$ cat src/aifo_pkg.sv
`timescale 1ns / 1ps
`default_nettype none

package aifo_pkg;

    localparam int WINDOW      = 32;
    localparam int QUEUE_DEPTH = 1024;

    localparam int RANK_W  = 31;
    localparam int HANDLE_W = 16;
    localparam int BYTES_W = 16;
    localparam int BUF_W   = 32;
    localparam int FRAC_W  = 16;
    localparam int STAT_W  = 3;
    localparam int REQ_W   = 2;
    localparam int CFG_IDX_W = 2;

    localparam int SLOT_W  = (WINDOW > 1) ? $clog2(WINDOW) : 1;
    localparam int CNT_W   = $clog2(WINDOW + 1);
    localparam int Q16_ONE = 65536;

    localparam logic [RANK_W-1:0] RANK_MARK = RANK_W'(100000001);

    localparam logic [REQ_W-1:0] REQ_ENQ  = 2'd0;
    localparam logic [REQ_W-1:0] REQ_DEQ  = 2'd1;
    localparam logic [REQ_W-1:0] REQ_PEEK = 2'd2;

    localparam logic [STAT_W-1:0] ST_ADMIT = 3'd0;
    localparam logic [STAT_W-1:0] ST_QDROP = 3'd1;
    localparam logic [STAT_W-1:0] ST_ROOM  = 3'd2;
    localparam logic [STAT_W-1:0] ST_FULL  = 3'd3;
    localparam logic [STAT_W-1:0] ST_DEQ   = 3'd4;
    localparam logic [STAT_W-1:0] ST_EMPTY = 3'd5;
    localparam logic [STAT_W-1:0] ST_PEEK  = 3'd6;

    localparam logic [CFG_IDX_W-1:0] CFG_BUFFER_BYTES   = 2'd0;
    localparam logic [CFG_IDX_W-1:0] CFG_ADMIT_FRACTION = 2'd1;

    localparam logic [BUF_W-1:0]  BUF_RESET  = 32'd10485760;
    localparam logic [FRAC_W-1:0] FRAC_RESET = 16'd6554;

    typedef enum logic [2:0] {
        S_IDLE,
        S_CNT,
        S_MUL,
        S_DEC,
        S_RD
    } state_t;

    typedef struct packed {
        logic              wr;
        logic [RANK_W-1:0] rank;
    } win_ctl_t;

endpackage

`default_nettype wire

$ cat src/aifo_rank_win.sv
`timescale 1ns / 1ps
`default_nettype none

module aifo_rank_win
    import aifo_pkg::*;
(
    input  wire logic             clk,
    input  wire logic             rst_n,
    input  wire win_ctl_t         ctl,
    output logic [CNT_W-1:0]      count
);

    logic [RANK_W-1:0] win_reg [WINDOW];
    logic [SLOT_W-1:0] slot_reg;
    logic [SLOT_W-1:0] slot_next;
    logic [RANK_W-1:0] rank_reg;
    logic [CNT_W-1:0]  count_reg;
    logic [CNT_W-1:0]  count_next;

    always_comb
    begin
        slot_next = (32'(slot_reg) >= WINDOW - 1) ? '0 : slot_reg + 1'b1;
    end

    always_comb
    begin
        count_next = '0;
        for (int i = 0; i < WINDOW; i++)
        begin
            count_next = count_next + CNT_W'(win_reg[i] < rank_reg);
        end
    end

    always_ff @(posedge clk or negedge rst_n)
    begin
        if (!rst_n)
        begin
            for (int i = 0; i < WINDOW; i++)
            begin
                win_reg[i] <= '0;
            end
            slot_reg  <= '0;
            rank_reg  <= '0;
            count_reg <= '0;
        end
        else
        begin
            if (ctl.wr)
            begin
                win_reg[slot_reg] <= ctl.rank;
                slot_reg          <= slot_next;
                rank_reg          <= ctl.rank;
            end
            count_reg <= count_next;
        end
    end

    assign count = count_reg;

endmodule

`default_nettype wire

$ cat config.mk
export PLATFORM = sky130hd
export DESIGN_NAME = aifo_rank_win
export DESIGN_NICKNAME = d
export VERILOG_FILES = /design/src/aifo_pkg.sv /design/src/aifo_rank_win.sv
export SDC_FILE = /design/constraint.sdc
export NUM_CORES = 2
export LEC_CHECK = 0
export ABC_AREA = 0
export BUFFER_PORTS_ARGS = -buffer_cell sky130_fd_sc_hd__clkbuf_2
export CORE_MARGIN = 1.5
export CORE_UTILIZATION = 40
export CTS_CLUSTER_SIZE = 20
export DETAILED_ROUTE_END_ITERATION = 8
export GPL_TIMING_DRIVEN = 0
export PLACE_DENSITY = 0.62
export SYNTH_ARGS = -nofsm -noshare
export SYNTH_HDL_FRONTEND = slang
export SYNTH_SLANG_ARGS = --single-unit
$ cat constraint.sdc
create_clock -name clk -period 6.9 [get_ports clk]
set_input_delay 1.035 -clock clk [delete_from_list [all_inputs] [get_ports clk]]
set_output_delay 1.035 -clock clk [all_outputs]
set_load 0.02 [all_outputs]
======== After elaboration in Yosys (flattened, before gate mapping) ========
Index checks and enable logic that the tools add are counted.
cells by class
  add/sub/neg operators ................... 32
  magnitude comparators ................... 35
  muxes and demuxes ....................... 4
  bitwise logic cells ..................... 1
  reduce and logical (&&, ||, !) cells .... 1
operators by type and width
  kind                   number
  $bwmux W992            1
  $lt A31 B31 Y1         32
  $add A6 B1 Y6          26
  $demux W31 S5          1
  $mux W31               1
  $add A5 B1 Y6          1
  $ge A6 B6 Y1 const B   1
  $lt A6 B1 Y1 const B   1
  $not A5 Y6             1
  $add A4 B1 Y5          1
  $add A5 B1 Y5 const B  1
  $ge A5 B5 Y1 const B   1
  $mux W5                1
  $add A3 B1 Y4          1
  $add A2 B1 Y3          1
  $add A1 B1 Y2          1
  $logic_and A1 B1 Y1    1
word-level totals
  flip-flop bits (word level) ............. 1034
  input bits .............................. 34

======== Longest topological paths before layout ========
  depth after elaboration ................. 32
  gate-level depth with buffers ........... 24
  mapped depth without buffers ............ 24

======== Least setup slack after synthesis ========
No wires, ideal clock.
  kind .................................... reg-to-reg
  from .................................... register rank_reg[4]
  to ...................................... register count_reg[4], in the netlist count[4]
  library setup time ...................... 0.080 ns
  arrival ................................. 6.455 ns
  required time ........................... 6.820 ns
  path slack .............................. 0.365 ns
  stages on the path, launching flop included .. 21
  path buffers ............................ 0
  cells stage by stage .................... dfrtp_1 > inv_1 > ha_1 > a21o_1 > a211oi_1 > o21ai_0 > a311o_1 > o21ai_0 > o2111ai_1 > fa_1 > fa_1 > fa_1 > fa_1 > fa_1 > inv_1 > fa_1 > ha_1 > fa_1 > a21o_1 > a21oi_1 > xnor2_1
between the ends
  longest elaborated chain between the ends .. 32
  elaborated cells between the ends (all ways) .. 63
  classes of those cells .................. add/sub (31); order compare (32)
RTL lines
  what                          line                 RTL
  from (decl)                   aifo_rank_win.sv:16  logic [RANK_W-1:0] rank_reg;
  from (signal assigned)        aifo_rank_win.sv:52  rank_reg <= ctl.rank;
  $lt A31 B31 Y1                aifo_rank_win.sv:30  count_next = count_next + CNT_W'(win_reg[i] < rank_reg);
  $add A1 B1 Y2                 aifo_rank_win.sv:30
  $add A2 B1 Y3                 aifo_rank_win.sv:30
  $add A3 B1 Y4                 aifo_rank_win.sv:30
  $add A4 B1 Y5                 aifo_rank_win.sv:30
  $add A5 B1 Y6                 aifo_rank_win.sv:30
  $add A6 B1 Y6 (25 in series)  aifo_rank_win.sv:30
  $add A6 B1 Y6 *               aifo_rank_win.sv:30
  via count_next[4]             aifo_rank_win.sv:18  logic [CNT_W-1:0] count_next;
  to (signal assigned)          aifo_rank_win.sv:54  count_reg <= count_next;
  to (decl)                     aifo_rank_win.sv:17  logic [CNT_W-1:0] count_reg;
The timed path passes the listed nets; every way through them passes the cells marked *.
A chain may end at the register's enable or synchronous reset.

======== Worst setup path in the final report ========
  from .................................... register rank_reg[0]
  to ...................................... register count_reg[4], in the netlist count[4]
Same word-level chain as after synthesis.

==> impl_metrics.xml <==
<?xml version="1.0" encoding="UTF-8"?>
<metrics>
  <group name="synthesis">
    <metric name="netlist_area" unit="sq um">59600</metric>
    <metric name="synth_cell_type_count" unit="">53</metric>
    <metric name="gate_count_after_technology_mapping" unit="">4794</metric>
    <metric name="synth_seq_cells" unit="">1034</metric>
    <metric name="mappedNetlistNets" unit="">5824</metric>
    <metric name="synth_top_flop_cell" unit="">dfrtp_1</metric>
    <metric name="synth-edff-count" unit="">0</metric>
    <metric name="synthesis.yosys.warnings" unit="">0</metric>
    <metric name="synth-async-reset-ratio" unit="">1.00</metric>
    <metric name="post_synth.cell_area_avg" unit="sq um">12.4</metric>
    <metric name="yosysSeqAreaShare" unit="">0.434</metric>
  </group>
  <group name="detailed_routing">
    <metric name="drt-vias-per-instance" unit="">5.57</metric>
    <metric name="final_antenna_net_count" unit="">0</metric>
    <metric name="dr.first_iter.drc_count" unit="">2285</metric>
    <metric name="routed-via-count" unit="">39100</metric>
    <metric name="routed_wl" unit="mm">157</metric>
    <metric name="wl_per_cell" unit="um">22.4</metric>
    <metric name="drt_pre_antenna_iters" unit="">5</metric>
    <metric name="route.detailed.drc" unit="">0</metric>
  </group>
  <group name="timing">
    <metric name="setup_viol" unit="">0</metric>
    <metric name="tns" unit="ns">0</metric>
    <metric name="tightestPinTransition" unit="ns">1.17</metric>
    <metric name="final.setup.worst_slack" unit="ns">0.0597</metric>
    <metric name="final_worst_path_period_need" unit="ns">6.84</metric>
    <metric name="fin_skew" unit="ns">0.0286</metric>
    <metric name="fin_crit_sh" unit="">0.991</metric>
    <metric name="holdWs" unit="ns">0.431</metric>
    <metric name="max_freq" unit="MHz">146</metric>
    <metric name="timing.final.max_slew_violations" unit="">0</metric>
    <metric name="hold_viol" unit="">0</metric>
    <metric name="rsz_0062_raised_after_global_routing" unit="">yes</metric>
    <metric name="relSlewSlack" unit="">0.201</metric>
  </group>
  <group name="critical_path">
    <metric name="critPathMaxFanout" unit="">10</metric>
    <metric name="reg2reg_slack" unit="ns">0.06</metric>
    <metric name="timing.critical_path.arrival" unit="ns">7.47</metric>
    <metric name="critical_path.slowest_cell" unit="">fa_1</metric>
    <metric name="cp_common_cell" unit="">fa_1</metric>
    <metric name="worst-r2r-cell-count" unit="">20</metric>
    <metric name="crit_required" unit="ns">7.53</metric>
    <metric name="critical_path.startpoint_type" unit="">register</metric>
    <metric name="worst-setup-path-type" unit="">register to register</metric>
    <metric name="end_kind" unit="">register</metric>
    <metric name="cells_traversed_along_the_worst_timing_path" unit="">clkbuf_8 -&gt; clkbuf_4 -&gt; nor2b_1 -&gt; o21ai_0 -&gt; a21oi_1 -&gt; o21ai_1 -&gt; a21oi_1 -&gt; o21ai_1 -&gt; fa_1 -&gt; fa_1 -&gt; fa_1 -&gt; fa_1 -&gt; fa_1 -&gt; inv_1 -&gt; fa_1 -&gt; ha_2 -&gt; fa_1 -&gt; a21o_1 -&gt; a21oi_2 -&gt; xnor2_2</metric>
    <metric name="critical_path.max_stage_delay" unit="ns">0.60</metric>
  </group>
  <group name="power">
    <metric name="pwr_density_cell" unit="nW/um^2">481</metric>
    <metric name="clock_power_share" unit="">0.194</metric>
    <metric name="power.switching" unit="mW">12.4</metric>
    <metric name="leakage" unit="nW">33.9</metric>
    <metric name="share_seq_of_total_power" unit="">0.310</metric>
    <metric name="power" unit="mW">32.5</metric>
    <metric name="peakVddDrop" unit="mV">1.90</metric>
    <metric name="cellInternalPower" unit="mW">20.0</metric>
    <metric name="sw_frac_of_total" unit="">0.383</metric>
    <metric name="comb_power_share" unit="">0.496</metric>
  </group>
  <group name="final_layout">
    <metric name="syn_to_final_growth" unit="%">13.1</metric>
    <metric name="post_route_cells_drive_above_1_share" unit="">0.282</metric>
    <metric name="largest_register_ff_count" unit="">992</metric>
    <metric name="final_nets" unit="">6023</metric>
    <metric name="layout.cells.non_filler" unit="">7017</metric>
    <metric name="fin_area" unit="sq um">67500</metric>
    <metric name="fin_util" unit="">0.456</metric>
  </group>
  <group name="global_route">
    <metric name="antenna_violations_before_repair" unit="">20</metric>
    <metric name="overflow" unit="">0</metric>
    <metric name="maximum_number_of_pins_on_one_net_before_global_route_repair" unit="">111</metric>
    <metric name="globalRouteTotalUtil" unit="">0.210</metric>
    <metric name="global_route_wire_length_before_repair" unit="mm">246</metric>
    <metric name="grt_pass1_vias" unit="">39800</metric>
  </group>
  <group name="clock_tree">
    <metric name="htreeDepth" unit="">3</metric>
    <metric name="cts_buffers" unit="">110</metric>
    <metric name="numClockSinks" unit="">1034</metric>
    <metric name="path_clk_slew" unit="ns">0.06</metric>
    <metric name="tritoncts" unit="">built</metric>
    <metric name="ctsRootBufferMaster" unit="">clkbuf_16</metric>
    <metric name="cts.path.max_buffers" unit="">3</metric>
    <metric name="clock_latency" unit="ns">0.73</metric>
  </group>
  <group name="floorplanning">
    <metric name="die_width" unit="um">389</metric>
    <metric name="placementRows" unit="">141</metric>
    <metric name="die_ar" unit="sq um">151000</metric>
    <metric name="ioPinCount" unit="">40</metric>
    <metric name="die_y" unit="um">389</metric>
    <metric name="initial_core_util" unit="">0.403</metric>
    <metric name="fp.coreArea" unit="sq um">148000</metric>
  </group>
  <group name="status">
    <metric name="status" unit="">completed</metric>
  </group>
  <group name="placement">
    <metric name="number_of_cells_in_the_design_after_placement" unit="">6795</metric>
    <metric name="dp_worst_setup_slack" unit="ns">-1.63</metric>
    <metric name="placed_cell_area" unit="sq um">63000</metric>
    <metric name="dp.final_hpwl" unit="mm">111</metric>
    <metric name="portBuffers" unit="">38</metric>
    <metric name="finalWeightedCongestion" unit="">0.907</metric>
  </group>
  <group name="worst_hold_path">
    <metric name="hold_path_class" unit="">input port to asynchronous set/reset pin</metric>
  </group>
  <group name="flow_run">
    <metric name="max_cap_violations" unit="">0</metric>
  </group>
</metrics>
worst max-delay path: cells and delay by family, from the launching register on:
family | cells | cell delay, ns
compound gates | 7 | 1.58
xor+xnor | 1 | 0.16
fa+ha+maj | 8 | 3.74
buf+inv | 3 | 0.54
flops | 1 | 0.51
simple gates | 1 | 0.17
logic make-up (layout without fill, tap and decap cells):
kind of cell / Yosys count / after routing / synth area share
other: 0 / 3 / 0
AND/OR/NAND/NOR: 577 / 577 / 0.0478
buffers and inverters: 276 / 566 / 0.0209
adder cells (fa/ha/maj): 996 / 996 / 0.212
flip-flops: 1034 / 1034 / 0.434
AO/OA/AOI/OAI: 915 / 915 / 0.0976
XOR/XNOR: 3 / 3 / 0.000441
multiplexers: 993 / 993 / 0.187
final timing paths:
| check | end | start |
|---|---|---|
| max | count[4] | rank_reg[0] |
| min | win_reg[624] | rst_n |
| max reg2reg | count[4] | rank_reg[0] |
| min reg2reg | win_reg[372] | win_reg[372] |
| max in group asynchronous | win_reg[36] | rst_n |
| min in group clk | win_reg[372] | win_reg[372] |
cells in the mapped netlist (5+ instances only):
cell / count / area, sq um
nor2_1: 130 / 488
or3_1: 15 / 93.8
a211o_1: 7 / 61.3
fa_1: 24 / 480
nand2b_1: 20 / 125
and3_1: 7 / 43.8
buf_2: 61 / 305
nor4_1: 6 / 37.5
o21ai_0: 169 / 846
o22ai_1: 5 / 31.3
or2_2: 7 / 43.8
o31ai_1: 11 / 82.6
a41oi_1: 5 / 43.8
dfrtp_1: 1034 / 25900
nand2_1: 153 / 574
nand4_1: 142 / 888
a21oi_1: 286 / 1430
buf_4: 36 / 270
o211ai_1: 28 / 210
nand3_1: 33 / 165
o21a_1: 9 / 67.6
a221o_1: 5 / 50.1
o21bai_1: 11 / 82.6
nor2b_1: 33 / 206
nor3_1: 22 / 110
ha_1: 972 / 12200
a31oi_1: 7 / 43.8
a21o_1: 258 / 1940
a211oi_1: 53 / 398
clkbuf_1: 110 / 413
mux2_2: 993 / 11200
inv_1: 68 / 255
and4_1: 5 / 43.8
a2111oi_0: 16 / 140
o2111ai_1: 18 / 158
final cells by class:
type | count | area [sq um]
multi-input cells | 3484 | 32700
diodes | 3 | 7.51
plain buffers | 208 | 1010
well taps | 1930 | 2410
flip-flops and latches | 1034 | 25900
repair buffers | 86 | 1160
clock buffers | 168 | 3330
clock inverters | 35 | 483
repair inverters | 1 | 8.76
fillers | 13300 | 80400
inverters | 68 | 414
repair_timing:
action	CTS	global route
cloned	3	1
setup endpoints to repair	6	4
pin swaps	10	7
setup buffers	7	5
resized for setup	95	44
hold buffers	0	0
power groups by stage:
stage	combinational [mW]	sequential, mW	clock [mW]
final	16.1	10.1	6.31
after global routing	18.1	10.4	6.66
after CTS	15.6	10.0	6.43
after detailed placement	15.3	10.1	0
after global placement	14.6	10.1	0
after floorplan	11.4	9.80	0
layout by cell type, fill, tap and decap left out, drive strengths merged, types with 24 or more instances in the layout:
| cell | synthesis | layout |
|---|---|---|
| mux2 | 993 | 993 |
| nor2b | 33 | 33 |
| nand3 | 33 | 33 |
| fa | 24 | 24 |
| nand2 | 153 | 153 |
| clkbuf | 110 | 317 |
| nand4 | 142 | 142 |
| buf | 98 | 143 |
| nor2 | 130 | 130 |
| inv | 68 | 69 |
| dfrtp | 1034 | 1034 |
| o211ai | 28 | 28 |
| a21o | 258 | 258 |
| a21oi | 286 | 286 |
| a211oi | 53 | 53 |
| ha | 972 | 972 |
| o21ai | 169 | 169 |
routing by layer:
metal	share of wire	wire length, um	GRT usage	vias up
li1	-	-	-	18400
met1	0.49	76700	0.301	19800
met2	0.45	70000	0.327	617
met3	0.038	5990	0.0265	223
met4	0.028	4470	0.0683	20
met5	0.00077	121	0	-
(Power assumes the default switching activity.)
